`src/design/mss_pkg.sv`:
```
// Shared types and constants of the motor soft-start direction sequencer.
// Used by the channel interfaces and by every module of the block.
package mss_pkg;

   // Field widths of the command and result words.
   localparam int unsigned SPEED_W    = 16;
   localparam int unsigned CMD_W      = 3;
   localparam int unsigned RES_W      = 5;
   localparam int unsigned RAMP_W     = 17;
   localparam int unsigned TENTH_W    = 13;
   localparam int unsigned CSR_IDX_W  = 3;
   localparam int unsigned CSR_DATA_W = 16;

   // Largest PWM resolution the block supports.
   localparam int unsigned MAX_RESOLUTION = 16;

   // Division by ten as a multiply by a scaled reciprocal; exact for 16-bit inputs.
   localparam int unsigned RECIP_SHIFT = 19;
   localparam logic [16:0] RECIP_TENTH = 17'd52429;
   localparam int unsigned PROD_W      = SPEED_W + 17;

   // Register reset values.
   localparam logic [RES_W-1:0]   RESET_RES_BITS  = 5'd8;
   localparam logic [SPEED_W-1:0] RESET_STOP_WAIT = 16'd500;
   localparam logic [SPEED_W-1:0] RESET_SETTLE    = 16'd50;
   localparam logic [SPEED_W-1:0] RESET_STABILIZE = 16'd100;
   localparam logic [SPEED_W-1:0] RESET_STEP      = 16'd10;
   localparam logic [SPEED_W-1:0] RESET_RAMP_STEP = 16'd25;
   localparam logic [SPEED_W-1:0] RESET_MIN_START = 16'd10;

   // Command codes.
   typedef enum logic [CMD_W-1:0] {
      CMD_TICK      = 3'd0,
      CMD_FORWARD   = 3'd1,
      CMD_REVERSE   = 3'd2,
      CMD_STOP      = 3'd3,
      CMD_SET_SPEED = 3'd4,
      CMD_SET_DIR   = 3'd5
   } cmd_type;

   // Configuration register indexes.
   typedef enum logic [CSR_IDX_W-1:0] {
      CSR_RESOLUTION = 3'd0,
      CSR_STOP_WAIT  = 3'd1,
      CSR_SETTLE     = 3'd2,
      CSR_STABILIZE  = 3'd3,
      CSR_STEP       = 3'd4,
      CSR_RAMP_STEP  = 3'd5,
      CSR_MIN_START  = 3'd6
   } csr_index_type;

   // Current configuration.
   typedef struct packed {
      logic [RES_W-1:0]   res_bits;
      logic [SPEED_W-1:0] stop_wait;
      logic [SPEED_W-1:0] settle;
      logic [SPEED_W-1:0] stabilize;
      logic [SPEED_W-1:0] step_ticks;
      logic [SPEED_W-1:0] ramp_step;
      logic [SPEED_W-1:0] min_start;
   } cfg_type;

   // Command word after the input register: speed already saturated and divided by ten.
   typedef struct packed {
      logic [CMD_W-1:0]   command;
      logic [SPEED_W-1:0] speed_sat;
      logic [TENTH_W-1:0] speed_tenth;
      logic               direction;
   } stage_word_type;

   // Status of the sequencer core, watched by the checks at the top level.
   typedef struct packed {
      logic               step;
      logic               taken;
      logic               busy;
      logic [SPEED_W-1:0] duty;
      logic [SPEED_W-1:0] present;
   } core_status_type;

endpackage

```
`src/design/mss_if.sv`:
```
// Valid/ready channel interfaces for command words and result words.
// Depends on mss_pkg for the field widths.
interface mss_req_if;
   logic                         valid;
   logic                         ready;
   logic [mss_pkg::CMD_W-1:0]    command;
   logic [mss_pkg::SPEED_W-1:0]  speed;
   logic                         direction;

   modport source (output valid, command, speed, direction, input ready);
   modport sink (input valid, command, speed, direction, output ready);
endinterface

interface mss_rsp_if;
   logic                         valid;
   logic                         ready;
   logic [mss_pkg::SPEED_W-1:0]  duty;
   logic                         reverse_out;
   logic                         busy_res;
   logic                         accepted;
   logic [mss_pkg::SPEED_W-1:0]  speed_now;
   logic                         running;

   modport source (output valid, duty, reverse_out, busy_res, accepted, speed_now, running,
                   input ready);
   modport sink (input valid, duty, reverse_out, busy_res, accepted, speed_now, running,
                 output ready);
endinterface

```
`src/design/mss_csr.sv`:
```
// Configuration registers of the soft-start sequencer, written through a plain write port.
// Depends on mss_pkg for the register layout and indexes.
module mss_csr (
   input  logic                              clock,
   input  logic                              reset,
   input  logic                              csr_wr_en,
   input  logic [mss_pkg::CSR_IDX_W-1:0]     csr_index,
   input  logic [mss_pkg::CSR_DATA_W-1:0]    csr_wdata,
   output mss_pkg::cfg_type                  cfg
);

   mss_pkg::cfg_type cfg_ff;
   mss_pkg::cfg_type cfg_in;

   // Decode the write; indexes past the list are ignored.
   always_comb begin
      cfg_in = cfg_ff;
      if (csr_wr_en) begin
         unique case (mss_pkg::csr_index_type'(csr_index))
            mss_pkg::CSR_RESOLUTION: cfg_in.res_bits   = csr_wdata[mss_pkg::RES_W-1:0];
            mss_pkg::CSR_STOP_WAIT:  cfg_in.stop_wait  = csr_wdata;
            mss_pkg::CSR_SETTLE:     cfg_in.settle     = csr_wdata;
            mss_pkg::CSR_STABILIZE:  cfg_in.stabilize  = csr_wdata;
            mss_pkg::CSR_STEP:       cfg_in.step_ticks = csr_wdata;
            mss_pkg::CSR_RAMP_STEP:  cfg_in.ramp_step  = csr_wdata;
            mss_pkg::CSR_MIN_START:  cfg_in.min_start  = csr_wdata;
            default: ;
         endcase
      end
   end

   always_ff @(posedge clock) begin
      if (reset) begin
         cfg_ff.res_bits   <= mss_pkg::RESET_RES_BITS;
         cfg_ff.stop_wait  <= mss_pkg::RESET_STOP_WAIT;
         cfg_ff.settle     <= mss_pkg::RESET_SETTLE;
         cfg_ff.stabilize  <= mss_pkg::RESET_STABILIZE;
         cfg_ff.step_ticks <= mss_pkg::RESET_STEP;
         cfg_ff.ramp_step  <= mss_pkg::RESET_RAMP_STEP;
         cfg_ff.min_start  <= mss_pkg::RESET_MIN_START;
      end else begin
         cfg_ff <= cfg_in;
      end
   end

   assign cfg = cfg_ff;

endmodule

```
`src/design/mss_in_stage.sv`:
```
// Input register of the sequencer: saturates the requested speed to full scale
// and divides it by ten before the word reaches the core. Depends on mss_pkg and mss_req_if.
module mss_in_stage (
   input  logic                    clock,
   input  logic                    reset,
   input  mss_pkg::cfg_type        cfg,
   mss_req_if.sink                 req_if,
   output logic                    stage_valid,
   output mss_pkg::stage_word_type stage_word,
   input  logic                    stage_ready
);

   logic                              valid_ff;
   logic                              valid_in;
   mss_pkg::stage_word_type           word_ff;
   mss_pkg::stage_word_type           word_in;
   logic [mss_pkg::RES_W-1:0]         res_eff;
   logic [mss_pkg::RES_W-1:0]         shift_amt;
   logic [mss_pkg::SPEED_W-1:0]       full_scale;
   logic [mss_pkg::SPEED_W-1:0]       speed_sat;
   logic [mss_pkg::SPEED_W-1:0]       scale_src;
   logic [mss_pkg::PROD_W-1:0]        tenth_prod;

   // Resolution outside 1..MAX_RESOLUTION is pulled to the nearest end.
   always_comb begin
      if (cfg.res_bits == '0) begin
         res_eff = mss_pkg::RES_W'(1);
      end else if (cfg.res_bits > mss_pkg::RES_W'(mss_pkg::MAX_RESOLUTION)) begin
         res_eff = mss_pkg::RES_W'(mss_pkg::MAX_RESOLUTION);
      end else begin
         res_eff = cfg.res_bits;
      end
   end

   // Full scale is all ones at the chosen resolution; the request saturates to it.
   assign shift_amt  = mss_pkg::RES_W'(mss_pkg::SPEED_W) - res_eff;
   assign full_scale = {mss_pkg::SPEED_W{1'b1}} >> shift_amt;
   assign speed_sat  = (req_if.speed > full_scale) ? full_scale : req_if.speed;

   // A set-direction word has no speed of its own. It carries full scale and its tenth,
   // so the core can saturate the kept speed against the current resolution.
   assign scale_src  = (req_if.command == mss_pkg::CMD_SET_DIR) ? full_scale : speed_sat;

   // Tenth of the carried speed by reciprocal multiply.
   assign tenth_prod = mss_pkg::PROD_W'(scale_src) * mss_pkg::PROD_W'(mss_pkg::RECIP_TENTH);

   always_comb begin
      word_in.command     = req_if.command;
      word_in.speed_sat   = scale_src;
      word_in.speed_tenth = tenth_prod[mss_pkg::RECIP_SHIFT +: mss_pkg::TENTH_W];
      word_in.direction   = req_if.direction;
   end

   // The register takes a new word when it is empty or the core takes the held one.
   assign req_if.ready = !valid_ff || stage_ready;
   assign valid_in     = req_if.ready ? req_if.valid : valid_ff;

   always_ff @(posedge clock) begin
      if (reset) begin
         valid_ff <= 1'b0;
      end else begin
         valid_ff <= valid_in;
      end
      if (req_if.valid && req_if.ready) begin
         word_ff <= word_in;
      end
   end

   assign stage_valid = valid_ff;
   assign stage_word  = word_ff;

endmodule

```
`src/design/mss_core.sv`:
```
// Sequencer core: phase state, tick countdowns, soft-start ramp and the result register.
// Depends on mss_pkg and mss_rsp_if.
module mss_core (
   input  logic                     clock,
   input  logic                     reset,
   input  mss_pkg::cfg_type         cfg,
   input  logic                     stage_valid,
   input  mss_pkg::stage_word_type  stage_word,
   output logic                     stage_ready,
   mss_rsp_if.source                rsp_if,
   output mss_pkg::core_status_type status
);

   typedef enum logic [2:0] {
      PH_IDLE,
      PH_STOP,
      PH_SETTLE,
      PH_STAB,
      PH_RAMP
   } phase_type;

   typedef struct packed {
      logic [mss_pkg::SPEED_W-1:0] duty;
      logic                        reverse_out;
      logic                        busy_res;
      logic                        accepted;
      logic [mss_pkg::SPEED_W-1:0] speed_now;
      logic                        running;
   } result_type;

   phase_type                      phase_ff, phase_in;
   logic [mss_pkg::SPEED_W-1:0]    wait_ff, wait_in;
   logic [mss_pkg::SPEED_W-1:0]    duty_ff, duty_in;
   logic [mss_pkg::RAMP_W-1:0]     ramp_ff, ramp_in;
   logic [mss_pkg::SPEED_W-1:0]    target_ff, target_in;
   logic [mss_pkg::TENTH_W-1:0]    tenth_ff, tenth_in;
   logic [mss_pkg::SPEED_W-1:0]    present_ff, present_in;
   logic [mss_pkg::TENTH_W-1:0]    ptenth_ff, ptenth_in;
   logic                           rev_ff, rev_in;
   logic                           goal_ff, goal_in;
   logic                           out_valid_ff;
   result_type                     result_ff, result_in;

   logic                           step;
   logic                           taken;
   logic                           busy_now;
   logic                           adv;
   logic                           start;
   logic                           start_rev;
   logic                           finish_now;
   logic [mss_pkg::SPEED_W-1:0]    start_speed;
   logic [mss_pkg::TENTH_W-1:0]    start_tenth;
   logic [mss_pkg::SPEED_W-1:0]    start_level;
   logic [mss_pkg::SPEED_W-1:0]    step_eff;

   // The result register frees up when it is empty or its word is taken.
   assign stage_ready = !out_valid_ff || rsp_if.ready;
   assign step        = stage_valid && stage_ready;
   assign busy_now    = (phase_ff != PH_IDLE);
   assign step_eff    = (cfg.ramp_step == '0) ? mss_pkg::SPEED_W'(1) : cfg.ramp_step;

   // Next state: command decode, then the phase chain that zero-length waits fall through.
   always_comb begin
      phase_in    = phase_ff;
      wait_in     = wait_ff;
      duty_in     = duty_ff;
      ramp_in     = ramp_ff;
      target_in   = target_ff;
      tenth_in    = tenth_ff;
      present_in  = present_ff;
      ptenth_in   = ptenth_ff;
      rev_in      = rev_ff;
      goal_in     = goal_ff;
      taken       = 1'b0;
      adv         = 1'b0;
      start       = 1'b0;
      start_rev   = 1'b0;
      finish_now  = 1'b0;
      start_speed = stage_word.speed_sat;
      start_tenth = stage_word.speed_tenth;
      start_level = '0;

      unique case (mss_pkg::cmd_type'(stage_word.command))
         mss_pkg::CMD_TICK: begin
            taken = 1'b1;
            if (busy_now) begin
               if (wait_ff != '0) begin
                  wait_in = wait_ff - mss_pkg::SPEED_W'(1);
               end
               adv = (wait_in == '0);
            end
         end
         mss_pkg::CMD_FORWARD: begin
            taken     = !busy_now;
            start     = !busy_now;
            start_rev = 1'b0;
         end
         mss_pkg::CMD_REVERSE: begin
            taken     = !busy_now;
            start     = !busy_now;
            start_rev = 1'b1;
         end
         mss_pkg::CMD_STOP: begin
            taken = !busy_now;
            if (!busy_now) begin
               duty_in    = '0;
               present_in = '0;
            end
         end
         mss_pkg::CMD_SET_SPEED: begin
            taken     = !busy_now;
            start     = !busy_now;
            start_rev = (present_ff != '0) ? rev_ff : 1'b0;
         end
         mss_pkg::CMD_SET_DIR: begin
            taken     = !busy_now;
            start     = !busy_now;
            start_rev = stage_word.direction;
            // The kept speed saturates to the full scale carried by the word.
            if (present_ff > stage_word.speed_sat) begin
               start_speed = stage_word.speed_sat;
               start_tenth = stage_word.speed_tenth;
            end else begin
               start_speed = present_ff;
               start_tenth = ptenth_ff;
            end
         end
         default: ;
      endcase

      // A new move; reversing a running motor first drops the duty and waits.
      if (start) begin
         target_in = start_speed;
         tenth_in  = start_tenth;
         goal_in   = start_rev;
         phase_in  = PH_STOP;
         if ((rev_ff != start_rev) && (present_ff != '0)) begin
            duty_in    = '0;
            present_in = '0;
            wait_in    = cfg.stop_wait;
         end else begin
            wait_in = '0;
         end
         adv = (wait_in == '0);
      end

      // Stop wait over: drive the direction line and settle.
      if (adv && (phase_in == PH_STOP)) begin
         phase_in = PH_SETTLE;
         wait_in  = cfg.settle;
         adv      = (wait_in == '0);
      end

      // Settled: jump to the starting duty, or finish at once for a zero target.
      if (adv && (phase_in == PH_SETTLE)) begin
         if (target_in == '0) begin
            finish_now = 1'b1;
            adv        = 1'b0;
         end else begin
            start_level = (mss_pkg::SPEED_W'(tenth_in) < cfg.min_start) ?
                          cfg.min_start : mss_pkg::SPEED_W'(tenth_in);
            duty_in  = start_level;
            ramp_in  = mss_pkg::RAMP_W'(start_level);
            phase_in = PH_STAB;
            wait_in  = cfg.stabilize;
            adv      = (wait_in == '0);
         end
      end

      // Ramp step. With a zero step hold the ramp runs through to the target in one go.
      if (adv && ((phase_in == PH_STAB) || (phase_in == PH_RAMP))) begin
         if (phase_in == PH_RAMP) begin
            ramp_in = ramp_in + mss_pkg::RAMP_W'(step_eff);
         end
         phase_in = PH_RAMP;
         if (ramp_in < mss_pkg::RAMP_W'(target_in)) begin
            duty_in = ramp_in[mss_pkg::SPEED_W-1:0];
            wait_in = cfg.step_ticks;
            if (cfg.step_ticks == '0) begin
               finish_now = 1'b1;
            end
         end else begin
            finish_now = 1'b1;
         end
      end

      // End of a sequence: target reached, direction committed.
      if (finish_now) begin
         duty_in    = target_in;
         present_in = target_in;
         ptenth_in  = tenth_in;
         rev_in     = goal_in;
         phase_in   = PH_IDLE;
         wait_in    = '0;
      end
   end

   // Result word seen after this step.
   always_comb begin
      result_in.duty        = duty_in;
      result_in.reverse_out = ((phase_in == PH_IDLE) || (phase_in == PH_STOP)) ? rev_in : goal_in;
      result_in.busy_res    = (phase_in != PH_IDLE);
      result_in.accepted    = taken;
      result_in.speed_now   = present_in;
      result_in.running     = (present_in != '0);
   end

   // State and result register.
   always_ff @(posedge clock) begin
      if (reset) begin
         phase_ff     <= PH_IDLE;
         wait_ff      <= '0;
         duty_ff      <= '0;
         ramp_ff      <= '0;
         target_ff    <= '0;
         tenth_ff     <= '0;
         present_ff   <= '0;
         ptenth_ff    <= '0;
         rev_ff       <= 1'b0;
         goal_ff      <= 1'b0;
         out_valid_ff <= 1'b0;
      end else begin
         if (step) begin
            phase_ff   <= phase_in;
            wait_ff    <= wait_in;
            duty_ff    <= duty_in;
            ramp_ff    <= ramp_in;
            target_ff  <= target_in;
            tenth_ff   <= tenth_in;
            present_ff <= present_in;
            ptenth_ff  <= ptenth_in;
            rev_ff     <= rev_in;
            goal_ff    <= goal_in;
         end
         out_valid_ff <= step || (out_valid_ff && !rsp_if.ready);
      end
      if (step) begin
         result_ff <= result_in;
      end
   end

   assign rsp_if.valid       = out_valid_ff;
   assign rsp_if.duty        = result_ff.duty;
   assign rsp_if.reverse_out = result_ff.reverse_out;
   assign rsp_if.busy_res    = result_ff.busy_res;
   assign rsp_if.accepted    = result_ff.accepted;
   assign rsp_if.speed_now   = result_ff.speed_now;
   assign rsp_if.running     = result_ff.running;

   always_comb begin
      status.step    = step;
      status.taken   = taken;
      status.busy    = busy_now;
      status.duty    = duty_ff;
      status.present = present_ff;
   end

endmodule

```
`src/design/motor_soft_start_direction_sequencer.sv`:
```
// Top level of the DC motor soft-start sequencer with direction interlock.
// Depends on mss_pkg, mss_if, mss_csr, mss_in_stage and mss_core.
//
// Usage:
//   req_if carries one command word per handshake: command (tick, forward, reverse,
//   stop, set speed, set direction), speed and direction. Tick words pace every wait.
//   rsp_if returns exactly one result word per command word, in order: duty,
//   reverse_out, busy_res, accepted, speed_now and running.
//   csr_wr_en, csr_index and csr_wdata write the seven timing and scaling registers;
//   write them only while no command word is in flight.
// Pipeline:
//   A command word passes the input register (speed saturation and divide by ten),
//   then the sequencer core, whose state update and result register close in the
//   same cycle; the result word turns valid once the core has registered it.
//   One word is accepted every cycle while the result side keeps up.
// Reset:
//   Synchronous reset puts the motor at zero duty, forward, idle, and loads the
//   register defaults. No word is pending after reset.
// Stalls:
//   While rsp_if.ready is low the result word holds; the input register still takes
//   one more word, after which req_if.ready drops until the result side drains.
module motor_soft_start_direction_sequencer (
   input  logic                              clock,
   input  logic                              reset,
   mss_req_if.sink                           req_if,
   mss_rsp_if.source                         rsp_if,
   input  logic                              csr_wr_en,
   input  logic [mss_pkg::CSR_IDX_W-1:0]     csr_index,
   input  logic [mss_pkg::CSR_DATA_W-1:0]    csr_wdata
);

   mss_pkg::cfg_type         cfg;
   logic                     stage_valid;
   logic                     stage_ready;
   mss_pkg::stage_word_type  stage_word;
   mss_pkg::core_status_type status;

   // Configuration registers.
   mss_csr u_csr (
      .clock     (clock),
      .reset     (reset),
      .csr_wr_en (csr_wr_en),
      .csr_index (csr_index),
      .csr_wdata (csr_wdata),
      .cfg       (cfg)
   );

   // Input register with speed saturation and scaling.
   mss_in_stage u_in_stage (
      .clock       (clock),
      .reset       (reset),
      .cfg         (cfg),
      .req_if      (req_if),
      .stage_valid (stage_valid),
      .stage_word  (stage_word),
      .stage_ready (stage_ready)
   );

   // Sequencer state and result register.
   mss_core u_core (
      .clock       (clock),
      .reset       (reset),
      .cfg         (cfg),
      .stage_valid (stage_valid),
      .stage_word  (stage_word),
      .stage_ready (stage_ready),
      .rsp_if      (rsp_if),
      .status      (status)
   );

`ifndef SYNTHESIS
   // When idle, the driven duty always equals the completed speed.
   assert property (@(posedge clock) disable iff (reset)
      (rsp_if.valid && !rsp_if.busy_res) |-> (rsp_if.duty == rsp_if.speed_now))
      else $error("idle result with duty different from speed_now");

   // A rejected command leaves duty, speed and busy untouched.
   assert property (@(posedge clock) disable iff (reset)
      (status.step && !status.taken) |=>
         ($stable(status.duty) && $stable(status.present) && $stable(status.busy)))
      else $error("rejected command changed the sequencer state");

   // A sequence only starts from a word that was taken.
   assert property (@(posedge clock) disable iff (reset)
      $rose(status.busy) |-> $past(status.step && status.taken))
      else $error("sequence started without a taken command");
`endif

endmodule
```
`src/flat_wrapper.sv`:
```
// flat-port wrapper written by rule: the top's interface ports become plain ports
module motor_soft_start_direction_sequencer_flat 
  (clock, reset, csr_wr_en, csr_index, csr_wdata, req_if_valid, req_if_command, req_if_speed, req_if_direction, req_if_ready, rsp_if_valid, rsp_if_duty, rsp_if_reverse_out, rsp_if_busy_res, rsp_if_accepted, rsp_if_speed_now, rsp_if_running, rsp_if_ready);
  mss_req_if req_if_i ();
  mss_rsp_if rsp_if_i ();
  input  logic clock;
  input  logic reset;
  input  logic csr_wr_en;
  input  logic [mss_pkg::CSR_IDX_W-1:0] csr_index;
  input  logic [mss_pkg::CSR_DATA_W-1:0] csr_wdata;
  input wire logic [$bits(req_if_i.valid)-1:0] req_if_valid;
  input wire logic [$bits(req_if_i.command)-1:0] req_if_command;
  input wire logic [$bits(req_if_i.speed)-1:0] req_if_speed;
  input wire logic [$bits(req_if_i.direction)-1:0] req_if_direction;
  output wire logic [$bits(req_if_i.ready)-1:0] req_if_ready;
  output wire logic [$bits(rsp_if_i.valid)-1:0] rsp_if_valid;
  output wire logic [$bits(rsp_if_i.duty)-1:0] rsp_if_duty;
  output wire logic [$bits(rsp_if_i.reverse_out)-1:0] rsp_if_reverse_out;
  output wire logic [$bits(rsp_if_i.busy_res)-1:0] rsp_if_busy_res;
  output wire logic [$bits(rsp_if_i.accepted)-1:0] rsp_if_accepted;
  output wire logic [$bits(rsp_if_i.speed_now)-1:0] rsp_if_speed_now;
  output wire logic [$bits(rsp_if_i.running)-1:0] rsp_if_running;
  input wire logic [$bits(rsp_if_i.ready)-1:0] rsp_if_ready;
  assign req_if_i.valid = req_if_valid;
  assign req_if_i.command = req_if_command;
  assign req_if_i.speed = req_if_speed;
  assign req_if_i.direction = req_if_direction;
  assign req_if_ready = req_if_i.ready;
  assign rsp_if_valid = rsp_if_i.valid;
  assign rsp_if_duty = rsp_if_i.duty;
  assign rsp_if_reverse_out = rsp_if_i.reverse_out;
  assign rsp_if_busy_res = rsp_if_i.busy_res;
  assign rsp_if_accepted = rsp_if_i.accepted;
  assign rsp_if_speed_now = rsp_if_i.speed_now;
  assign rsp_if_running = rsp_if_i.running;
  assign rsp_if_i.ready = rsp_if_ready;
  motor_soft_start_direction_sequencer u_core (.clock(clock), .reset(reset), .req_if(req_if_i), .rsp_if(rsp_if_i), .csr_wr_en(csr_wr_en), .csr_index(csr_index), .csr_wdata(csr_wdata));
endmodule
```
`config.mk`:
```
export PLATFORM = sky130hd
export DESIGN_NAME = motor_soft_start_direction_sequencer_flat
export DESIGN_NICKNAME = d
export VERILOG_FILES = /design/src/design/mss_pkg.sv /design/src/design/mss_if.sv /design/src/design/mss_csr.sv /design/src/design/mss_in_stage.sv /design/src/design/mss_core.sv /design/src/design/motor_soft_start_direction_sequencer.sv /design/src/flat_wrapper.sv
export SDC_FILE = /design/constraint.sdc
export NUM_CORES = 1
export LEC_CHECK = 0
export BUFFER_PORTS_ARGS = -buffer_cell sky130_fd_sc_hd__buf_2
export CAP_MARGIN = 10
export CORE_ASPECT_RATIO = 0.6
export CORE_MARGIN = 2
export CORE_UTILIZATION = 58
export CTS_CLUSTER_SIZE = 30
export DETAILED_ROUTE_END_ITERATION = 10
export PLACE_DENSITY = 0.78
export SLEW_MARGIN = 20
export SYNTH_ARGS = -nofsm -noshare
export SYNTH_HDL_FRONTEND = slang
export SYNTH_SLANG_ARGS = --single-unit
```
`constraint.sdc`:
```
create_clock -name clock -period 8.8 [get_ports clock]
set_input_delay 0 -clock clock [delete_from_list [all_inputs] [get_ports clock]]
set_output_delay 0 -clock clock [all_outputs]
set_load 0.02 [all_outputs]
```
### Yosys cells after proc, flatten, opt, wreduce, memory -nomap -nowiden

Cells that the tools add are included.

* register bits after elaboration: 284
* latch bits: 0
* RAM bits: 0
* bits in read-only memories: 0
* input bits: 44
* output and inout bits: 38
* logic and storage cells: 168
* memories: 0

* add/sub/neg operators: 3
* multipliers: 1
* div/mod/pow operators: 0
* magnitude comparators: 5
* equality and inequality tests: 18
* shift-type cells: 1
* muxes and demuxes: 69
* bitwise operators: 0
* reductions and logical operators: 42

Operator list (count)
* 16-bit two-way mux: 35
* 16-bit zero test: 7
* 17-bit two-way mux: 5
* 16-bit nonzero test: 3
* 13-bit two-way mux: 3
* 16-bit greater-than comparator: 2
* 16-bit by 16-bit multiplier with 32-bit output, second input constant: 1
* 3-bit equality test, second input constant: 7
* 3-bit by 2-bit equality test with 1-bit output, second input constant: 6
* 3-bit two-way mux: 6
* 17-bit by 16-bit adder with 17-bit output: 1
* 17-bit by 16-bit < comparator with 1-bit output: 1
* 13-bit by 16-bit < comparator with 1-bit output: 1
* 1-bit two-way mux: 16
* 2-bit AND reduction: 8
* 16-bit by 5-bit >> shifter with 16-bit output, first input constant: 1
* 16-bit by 1-bit subtractor with 16-bit output, second input constant: 1
* 3-bit by 1-bit equality test with 1-bit output, second input constant: 4
* 5-bit two-way mux: 2
* 3-bit zero test: 3
* 1-bit logical AND: 7
* 3-bit nonzero test: 2
* 5-bit greater-than comparator, second input constant: 1
* 5-bit zero test: 1
* 8 further kinds: 15

### Depth between registers and ports, before layout

Gate-level depths: netlist (run 1).

* word-level depth: 25
* mapped depth: 48
* gate-level depth less buffers: 46

### By module

Synthesis (run 1) repeated with hierarchy kept, for this count alone.

* cell total of the unflattened synthesis: 2477
* area total of the unflattened synthesis: 21727.1 µm²

By module, submodules not included
* mss_core: instances 1, cells an instance 1453, area each 11192.0 µm², sequential area each 3343.2 µm²
* mss_in_stage: instances 1, cells an instance 657, area each 6526.3 µm², sequential area each 1011.0 µm²
* mss_csr: instances 1, cells an instance 367, area each 4008.8 µm², sequential area each 2021.9 µm²

### Least setup slack after synthesis (run 1)

No wires, ideal clock.

* kind: reg2reg
* start: reg u_core.u_in_stage.word_ff (netlist bit u_core.u_in_stage.stage_word[19])
* end: reg u_core.u_core.result_ff (netlist bit u_core.u_core.rsp_if.speed_now[12]), data pin
* library setup time: 0.256 ns
* arrival: 9.436 ns
* required time: 8.544 ns
* slack: -0.892 ns
* stages on the path, launching flop included: 43
* buffers on the path: 4
* period minus slack after synthesis: 9.692 ns
* cells stage by stage: edfxtp_1 inv_1 ha_1 nand4_1 a2111oi_4 clkbuf_1 or4_1 clkbuf_1 nand2_1 mux2i_1 o21ai_0 ha_1 a21o_1 a21o_1 a211o_1 a2bb2oi_1 nand2_1 a31oi_1 [... 7 more ...] o21ai_0 a2111oi_0 o31a_1 o21ai_0 a21o_1 a211oi_1 o31ai_1 ha_1 nand3_1 or2_2 nor3_1 nand2_1 a221o_1 and3_4 nor2_2 buf_2 nor2_1 a22o_1

* longest elaborated chain between the ends: 15
* elaborated cells on any way between the ends: 30
* classes of those cells: add/sub: 1; order compare: 3; eq/ne: 2; mux: 21; reduce/logical: 3

RTL lines
* start, declared: RTL line mss_in_stage.sv:15 `mss_pkg::stage_word_type word_ff;`
* start signal, assigned: RTL line mss_in_stage.sv:65 `word_ff <= word_in;`
* 16-bit greater-than comparator *: RTL line mss_core.sv:120 `if (present_ff > stage_word.speed_sat) begin`
* 13-bit two-way mux *: RTL line mss_core.sv:120
* 13-bit two-way mux *: RTL line mss_core.sv:83 `unique case (mss_pkg::cmd_type'(stage_word.command))`
* 13-bit two-way mux *: RTL line mss_core.sv:132 `if (start) begin`
* via u_core.u_core.tenth_in (one bit): RTL line mss_core.sv:36 `logic [mss_pkg::TENTH_W-1:0] tenth_ff, tenth_in;`
* 13-bit by 16-bit < comparator with 1-bit output: RTL line mss_core.sv:160 `start_level = (mss_pkg::SPEED_W'(tenth_in) < cfg.min_start) ?`
* 16-bit two-way mux *: RTL line mss_core.sv:160
* 17-bit two-way mux *: RTL line mss_core.sv:156 `if (target_in == '0) begin`
* 17-bit two-way mux *: RTL line mss_core.sv:155 `if (adv && (phase_in == PH_SETTLE)) begin`
* 17-bit by 16-bit adder with 17-bit output: RTL line mss_core.sv:173 `ramp_in = ramp_in + mss_pkg::RAMP_W'(step_eff);`
* 17-bit two-way mux *: RTL line mss_core.sv:172 `if (phase_in == PH_RAMP) begin`
* 17-bit two-way mux *: RTL line mss_core.sv:171 `if (adv && ((phase_in == PH_STAB) || (phase_in == PH_RAMP))) begin`
* 17-bit by 16-bit < comparator with 1-bit output *: RTL line mss_core.sv:176 `if (ramp_in < mss_pkg::RAMP_W'(target_in)) begin`
* 1-bit two-way mux *: RTL line mss_core.sv:176
* 1-bit two-way mux *: RTL line mss_core.sv:171
* 16-bit two-way mux *: RTL line mss_core.sv:188 `if (finish_now) begin`
* via u_core.u_core.present_in (one bit): RTL line mss_core.sv:37 `logic [mss_pkg::SPEED_W-1:0] present_ff, present_in;`
* end signal, assigned: RTL line mss_core.sv:238 `result_ff <= result_in;`
* end, declared: RTL line mss_core.sv:42 `result_type result_ff, result_in;`

Mark *: on every way through the listed nets, which the timed path passes. The rest lies on a longest branch. The select of a mux whose other input is x is not followed.
A chain may end at the register's enable or synchronous reset.

### Final worst setup path (run 1)

* start: reg u_core.u_csr.cfg_ff (netlist bit u_core.u_csr.cfg[98])
* end: reg u_core.u_in_stage.word_ff (netlist bit u_core.u_in_stage.stage_word[9]), data pin

* longest elaborated chain between the ends: 9
* elaborated cells on any way between the ends: 10
* classes of those cells: add/sub: 1; mul: 1; order compare: 2; shift: 1; mux: 4; reduce/logical: 1

RTL lines
* start, declared: RTL line mss_csr.sv:12 `mss_pkg::cfg_type cfg_ff;`
* start signal, assigned: RTL line mss_csr.sv:42 `cfg_ff <= cfg_in;`
* 5-bit greater-than comparator: RTL line mss_in_stage.sv:28 `end else if (cfg.res_bits > mss_pkg::RES_W'(mss_pkg::MAX_RESOLUTION)) begin`
* 5-bit two-way mux: RTL line mss_in_stage.sv:28
* 5-bit two-way mux *: RTL line mss_in_stage.sv:26 `if (cfg.res_bits == '0) begin`
* 5-bit subtractor *: RTL line mss_in_stage.sv:36 `assign shift_amt = mss_pkg::RES_W'(mss_pkg::SPEED_W) - res_eff;`
* 16-bit by 5-bit >> shifter with 16-bit output *: RTL line mss_in_stage.sv:37 `assign full_scale = {mss_pkg::SPEED_W{1'b1}} >> shift_amt;`
* 16-bit greater-than comparator: RTL line mss_in_stage.sv:38 `assign speed_sat = (req_if.speed > full_scale) ? full_scale : req_if.speed;`
* 16-bit two-way mux: RTL line mss_in_stage.sv:38
* 16-bit two-way mux *: RTL line mss_in_stage.sv:42 `assign scale_src = (req_if.command == mss_pkg::CMD_SET_DIR) ? full_scale : speed_sat;`
* via u_core.u_in_stage.scale_src (one bit): RTL line mss_in_stage.sv:21 `logic [mss_pkg::SPEED_W-1:0] scale_src;`
* 16-bit by 16-bit multiplier with 32-bit output *: RTL line mss_in_stage.sv:45 `assign tenth_prod = mss_pkg::PROD_W'(scale_src) * mss_pkg::PROD_W'(mss_pkg::RECIP_TENTH);`
* via u_core.u_in_stage.tenth_prod (one bit): RTL line mss_in_stage.sv:22 `logic [mss_pkg::PROD_W-1:0] tenth_prod;`

Mark *: on every way through the listed nets, which the timed path passes. The rest lies on a longest branch.

==> results of run 1 <==
==> kinds of logic (layout without fill, tap and decap cells) <==
family	Yosys count	in the layout	synth area share
and+or+nand+nor	878	878	0.189
muxes	72	72	0.0350
DFF	284	284	0.299
adders and majority gates	292	292	0.200
xor gates and xnor gates	26	26	0.0107
AOI/OAI and AO/OA	608	608	0.193
buffers and inverters	391	785	0.0720
==> Yosys cell counts (all sizes together) (12+ instances only) <==
master / instances
fa: 82
a311oi: 12
nand2: 432
xnor2: 19
buf: 29
o211ai: 20
ha: 210
clkbuf: 116
nor4: 34
a211oi: 23
nand3: 54
mux2: 20
o31ai: 37
a32oi: 21
o32ai: 14
and3: 17
a21oi: 215
a21o: 27
nand4: 22
edfxtp: 69
a31oi: 21
o21a: 12
mux2i: 52
dfxtp: 215
inv: 244
o311ai: 14
a22oi: 13
nand2b: 13
a221oi: 18
nor2: 158
nor2b: 14
o21ai: 93
nor3: 67
nand3b: 17
==> final cells by class <==
class,instances,area [um^2],share of cell area
Sequential cell,284,6380,0.229
Timing Repair Buffer,491,3890,0.140
Clock inverter,15,124,0.00445
Tap cell,476,596,0.0214
Inverter,246,933,0.0335
Multi-Input combinational cell,1876,15200,0.545
Clock buffer,33,738,0.0265
==> worst max-delay path by stage <==
stage | end | slack (ps)
after floorplan | u_core.u_in_stage.stage_word[13]$_DFFE_PP_ | 30
after global placement | u_core.u_in_stage.stage_word[13]$_DFFE_PP_ | -1000
after detailed placement | u_core.u_in_stage.stage_word[13]$_DFFE_PP_ | -940
after CTS | u_core.u_core.present_ff[5]$_SDFFE_PP0P_ | 7
after global routing | u_core.u_core.ptenth_ff[2]$_SDFFE_PP0P_ | -370
final | u_core.u_in_stage.stage_word[9]$_DFFE_PP_ | -100
==> critical path: cells and delay by family (launching register included) <==
family                     cells  cell delay [ps]
adders and majority gates      9             3460
muxes                          1              350
AOI/OAI and AO/OA             12             1800
and+or+nand+nor               11             1860
xor gates and xnor gates       1              100
DFF                            1              360
buffers and inverters          8              690
==> stage by stage <==
stage                     TNS (ps)   util  hold WS, ps  instance area (um^2)  power (W)
final                        -1520  0.768         46.8                 27900     0.0105
after global routing        -18770  0.768         64.4                 27900     0.0113
after CTS                        0  0.721         10.4                 26100    0.00976
after detailed placement    -78970  0.664          218                 24100    0.00794
after global placement      -42170  0.664          204                 24100    0.00773
after floorplan                  0      -         98.9                 21400    0.00534
==> flip-flops by register name, summed over array words and instances, names as in the netlist, 16 cells and up <==
register and count:
u_core.u_core.duty_ff 16, u_core.u_core.ramp_ff 17, u_core.u_in_stage.stage_word 33, u_core.u_core.present_ff 16, u_core.u_csr.cfg 101, u_core.u_core.target_ff 16
u_core.u_core.rsp_if.speed_now 16, u_core.u_core.wait_ff 16, u_core.u_core.rsp_if.duty 16
==> layout by cell type, fill, tap and decap left out, types with 20 or more instances in the layout <==
master / netlist / routed
fa_1: 82 / 77
nand3_1: 54 / 39
clkbuf_16: 0 / 30
nand2_1: 432 / 411
edfxtp_1: 69 / 69
nor2_1: 156 / 133
buf_2: 13 / 80
o21ai_0: 85 / 58
dlygate4sd3_1: 0 / 29
buf_6: 6 / 21
nor3_1: 64 / 57
a21o_1: 26 / 25
ha_4: 0 / 39
a21oi_2: 2 / 20
nand4_1: 20 / 20
dfxtp_1: 215 / 212
inv_1: 244 / 222
nor4_1: 30 / 27
a21oi_1: 212 / 189
a32oi_1: 21 / 21
buf_4: 1 / 343
mux2i_1: 52 / 35
ha_1: 210 / 166
==> timing repair <==
item,4_1_cts,5_1_grt
gates resized for setup,119,272
cloned,4,3
endpoints found under the hold margin,116,0
pin swaps,42,112
endpoints found under the setup margin,110,110
hold buffers,29,0
setup buffers,30,47
==> power by group through the flow <==
stage	combinational (W)	sequential [W]	clock [W]
4_1_cts	0.00696	0.00161	0.00119
5_1_grt	0.00844	0.00162	0.00124
3_3_place_gp	0.00609	0.00164	0
6_report	0.00765	0.00162	0.00120
3_5_place_dp	0.00630	0.00164	0
2_1_floorplan	0.00372	0.00163	0
==> per-layer routing <==
metal / wire, um / share of wire / up-vias / track usage
met5: 0 / 0 / - / 0.00373
met4: 2570 / 0.031 / 0 / 0.0944
met3: 14000 / 0.17 / 225 / 0.179
met2: 32100 / 0.38 / 1636 / 0.530
met1: 35200 / 0.42 / 10523 / 0.616
li1: - / - / 9751 / -
==> flow_metrics.tcl, run 1 <==
set metrics [dict create \
    status "finished with violations" \
    violations "setup timing" \
    vias 22135 \
    ir_worst_vdd_uv 589 \
    clock_path_buffers 3 \
    grt_max_degree 85 \
    worstSetupStartpoint "u_core.u_csr.cfg[98]$_SDFFE_PP0P_" \
    r2r-start "u_core.u_csr.cfg[98]$_SDFFE_PP0P_" \
    rows 54 \
    antenna_found_initial 0 \
    fillers 2477 \
    powerDensity_nw_per_um2 376 \
    setup_violations 27 \
    grt_pass1_wl_mm 121 \
    wl_per_cell_um 24.5 \
    fmax_mhz 112 \
    seq_area_frac_synth 0.299 \
    rsz0062_at_grt "yes" \
    fin_ws_ps -96.0 \
    firstDrtPassIters 9 \
    grt_pass1_vias 20446 \
    p_leak_nw 12.1 \
    route.detailed.drc 0 \
    port_buffers 81 \
    slowest_stage "fa_1" \
    final_cells 3421 \
    crit_fanout 6 \
    core_area_um2 36300 \
    seqPwrFrac 0.154 \
    diodes 0 \
    dieArea_um2 38300 \
    p_comb_frac 0.731 \
    holdPathEnd "u_core.u_csr.cfg[41]$_SDFFE_PP0P_" \
    postRouteWirelength_mm 83.9 \
    clock-root-buffer "clkbuf_16" \
    synth_edf_count 69 \
    cts_tree "built" \
    cts_buffers 27 \
    drive_gt1_frac 0.285 \
    viasPerCell 6.47 \
    start_kind "flop" \
    p_sw_w 0.00457 \
    min-delay-path-class "in -> reg" \
    synth_cell_types 96 \
    ff2ff_path_depth 42 \
    h-tree-depth 1 \
    swShare 0.437 \
    slew_headroom 0.227 \
    ys_seq_elements 284 \
    drv_slew 0 \
    r2r_end "u_core.u_in_stage.stage_word[9]$_DFFE_PP_" \
    worst_ep_arrival_time_ps 9210 \
    hold_path_depth 5 \
    final-hold-violation-count 0 \
    final_net_count 3262 \
    clock_latency_ps 570 \
    end_kind "flop" \
    drt_iter0_drc 3591 \
    tightest_slew_ps 1160 \
    synth_area_per_cell_um2 8.35 \
    p_clk_frac 0.114 \
    synth.area.top_cells "dfxtp_1, ha_1, edfxtp_1" \
    ant_nets 0 \
    r2r_slack_ps -100 \
    die_height_um 152 \
    place_ws_ps -945 \
    synth-main-ff-cell "dfxtp_1" \
    grt.total_usage 0.410 \
    die_w_um 251 \
    synth_cells 2551 \
    required_ps 9120 \
    min_period_ps 8900 \
    pin_count 82 \
    gp_congestion 1.03 \
    syn2layout_area_growth_pct 30.8 \
    syn_nets 2887 \
    syn-cell-area_um2 21300 \
    p_int_w 0.00589 \
    clk_pin_slew_ps 70 \
    maxCapViolations 0 \
    fin_crit_sh 1.01 \
    dp_cells 3266 \
    dp_hpwl_mm 60.0 \
    hp-start "csr_index[0]" \
    start_util 0.587 \
    max_stage_delay_ps 520 \
    grt_overflow 0 \
    yosys_warnings 0 \
    skew_ps 15.4 \
    path_class "reg -> reg" \
    yosysTopAreaCell "dfxtp_1" \
    clock_sinks 284 \
    synthArstFlopShare 0 \
    synth_top_area_frac 0.202 \
]
Power figures use the tool's default switching activity.
==> inputs of run 2 (changes only) <==
- CORE_UTILIZATION: 58 -> 59
- CTS_BUF_LIST: unset -> sky130_fd_sc_hd__clkbuf_8
- PLACE_DENSITY: 0.78 -> 0.8
==> run 2 against run 1 <==
The run still ends with setup timing left. Clock-buffer cell count up 16. Total power up 2.2%. Combinational power up 1%.
==> flow_metrics.tcl, run 2 (synthesized netlist as in run 1, its figures left out) <==
set metrics [dict create \
    most-common-layout-cells "nand2_1, buf_4, inv_1" \
    viasPerCell 6.48 \
    hp-start "req_if_speed[4]" \
    firstDrtPassIters 6 \
    status "finished with violations" \
    worst_ep_arrival_time_ps 9250 \
    crit_fanout 5 \
    crit_top_cell "fa_1" \
    die_height_um 151 \
    pin_count 82 \
    h-tree-depth 2 \
    cts_buffers 44 \
    final_net_count 3214 \
    grt_overflow 0 \
    ant_nets 0 \
    gp_congestion 0.995 \
    design_area_um2 27100 \
    tightest_slew_ps 1150 \
    slew_headroom 0.229 \
    grtUsageMet1 0.601 \
    drive_gt1_frac 0.260 \
    required_ps 9130 \
    power.total_w 0.0107 \
    grt.total_usage 0.410 \
    skew_ps 41.2 \
    syn2layout_area_growth_pct 27.2 \
    clk_pin_slew_ps 70 \
    diodes 0 \
    ir_worst_vdd_uv 605 \
    port_buffers 81 \
    dp_cells 3225 \
    r2r-start "u_core.u_csr.cfg[98]$_SDFFE_PP0P_" \
    setup_violations 24 \
    clock_sinks 284 \
    rows 53 \
    met2_usage 0.562 \
    largest_reg_flops 101 \
    path_class "reg -> reg" \
    fin_util 0.768 \
    critPathBufInv 9 \
    route.detailed.drc 0 \
    wl_per_cell_um 24.2 \
    core_area_um2 35300 \
    start_kind "flop" \
    min_period_ps 8910 \
    final-hold-violation-count 0 \
    postRouteWirelength_mm 81.6 \
    clock_path_buffers 3 \
    place_area_um2 23900 \
    grt-busiest-layer "met1" \
    dieArea_um2 37700 \
    die_w_um 249 \
    fin_crit_sh 1.01 \
    antenna_found_initial 1 \
    violations "setup timing" \
    slowest_stage "fa_1" \
    cpLargestDelayFamily "adder cells" \
    cts_tree "built" \
    rsz0062_at_grt "yes" \
    grt_max_degree 82 \
    worstSetupStartpoint "u_core.u_csr.cfg[98]$_SDFFE_PP0P_" \
    vias 21894 \
    clock_latency_ps 610 \
    fin_ws_ps -114 \
    dp_hpwl_mm 58.8 \
    fmax_mhz 112 \
    end_kind "flop" \
    final_common_cell "nand2_1" \
    grt_pass1_vias 20116 \
    final_cells 3380 \
    powerDensity_nw_per_um2 395 \
    min-delay-path-class "in -> reg" \
    clock-root-buffer "clkbuf_8" \
    maxCapViolations 0 \
    max_stage_delay_ps 620 \
    drv_slew 0 \
    drt_iter0_drc 3101 \
    start_util 0.604 \
    p_leak_nw 11.8 \
    grtUsageMet3 0.150 \
    grt_pass1_wl_mm 118 \
]
## run 2: area by class of cell
class	count	area [um^2]
well taps	467	584
fillers	2466	8190
repair buffers	426	3290
multi-input cells	1876	14900
clock inverters	32	333
flip-flops and latches	284	6380
clock buffers	49	674
inverters	246	928
## run 2: through the flow
step | hold WS [ps] | worst slack, ps | setup TNS [ps]
floorplan | 98.9 | 25.5 | 0
global placement | 181 | -598 | -12090
detailed placement | 190 | -816 | -39430
CTS | 8.46 | -6.02 | -16.4
global route | 2.16 | -346 | -18930
finish | 3.85 | -114 | -755
## run 2: timing repair
action                                 in CTS  in global routing
gates cloned                                1                  2
setup endpoints to repair                 110                110
gates resized for setup                    76                249
pin swaps                                  17                100
setup buffers                              13                 32
hold buffers                               27                  0
endpoints found under the hold margin     109                  0
## run 2: worst min-delay path, cell delays in order
cell,delay [ps]
buf_2,140
nor2_4,120
a21oi_4,50
buf_4,130
## run 2: final timing paths
| check | to | slack [ps] | cells past startpoint |
|---|---|---|---|
| hold / removal | u_core.u_in_stage.stage_word[18]$_DFFE_PP_ | 4 | 4 |
| setup reg to reg | u_core.u_in_stage.stage_word[9]$_DFFE_PP_ | -110 | 42 |
| setup / recovery | u_core.u_in_stage.stage_word[9]$_DFFE_PP_ | -110 | 42 |
| hold reg to reg | u_core.u_core.ramp_ff[14]$_SDFFE_PP0P_ | 460 | 2 |
## run 2: power breakdown
group / total [W] / internal, W / switching [W]
Combinational: 0.00774 / 0.00373 / 0.00401
Clock: 0.00132 / 0.000725 / 0.000600
Sequential: 0.00164 / 0.00156 / 0.0000762
Total: 0.0107 / 0.00601 / 0.00469
## run 2: routing by layer
metal | vias to the layer above | share of wire
li1 | 9660 | -
met2 | 1529 | 0.39
met5 | - | 0.000098
met4 | 2 | 0.031
met3 | 244 | 0.15
met1 | 10459 | 0.42
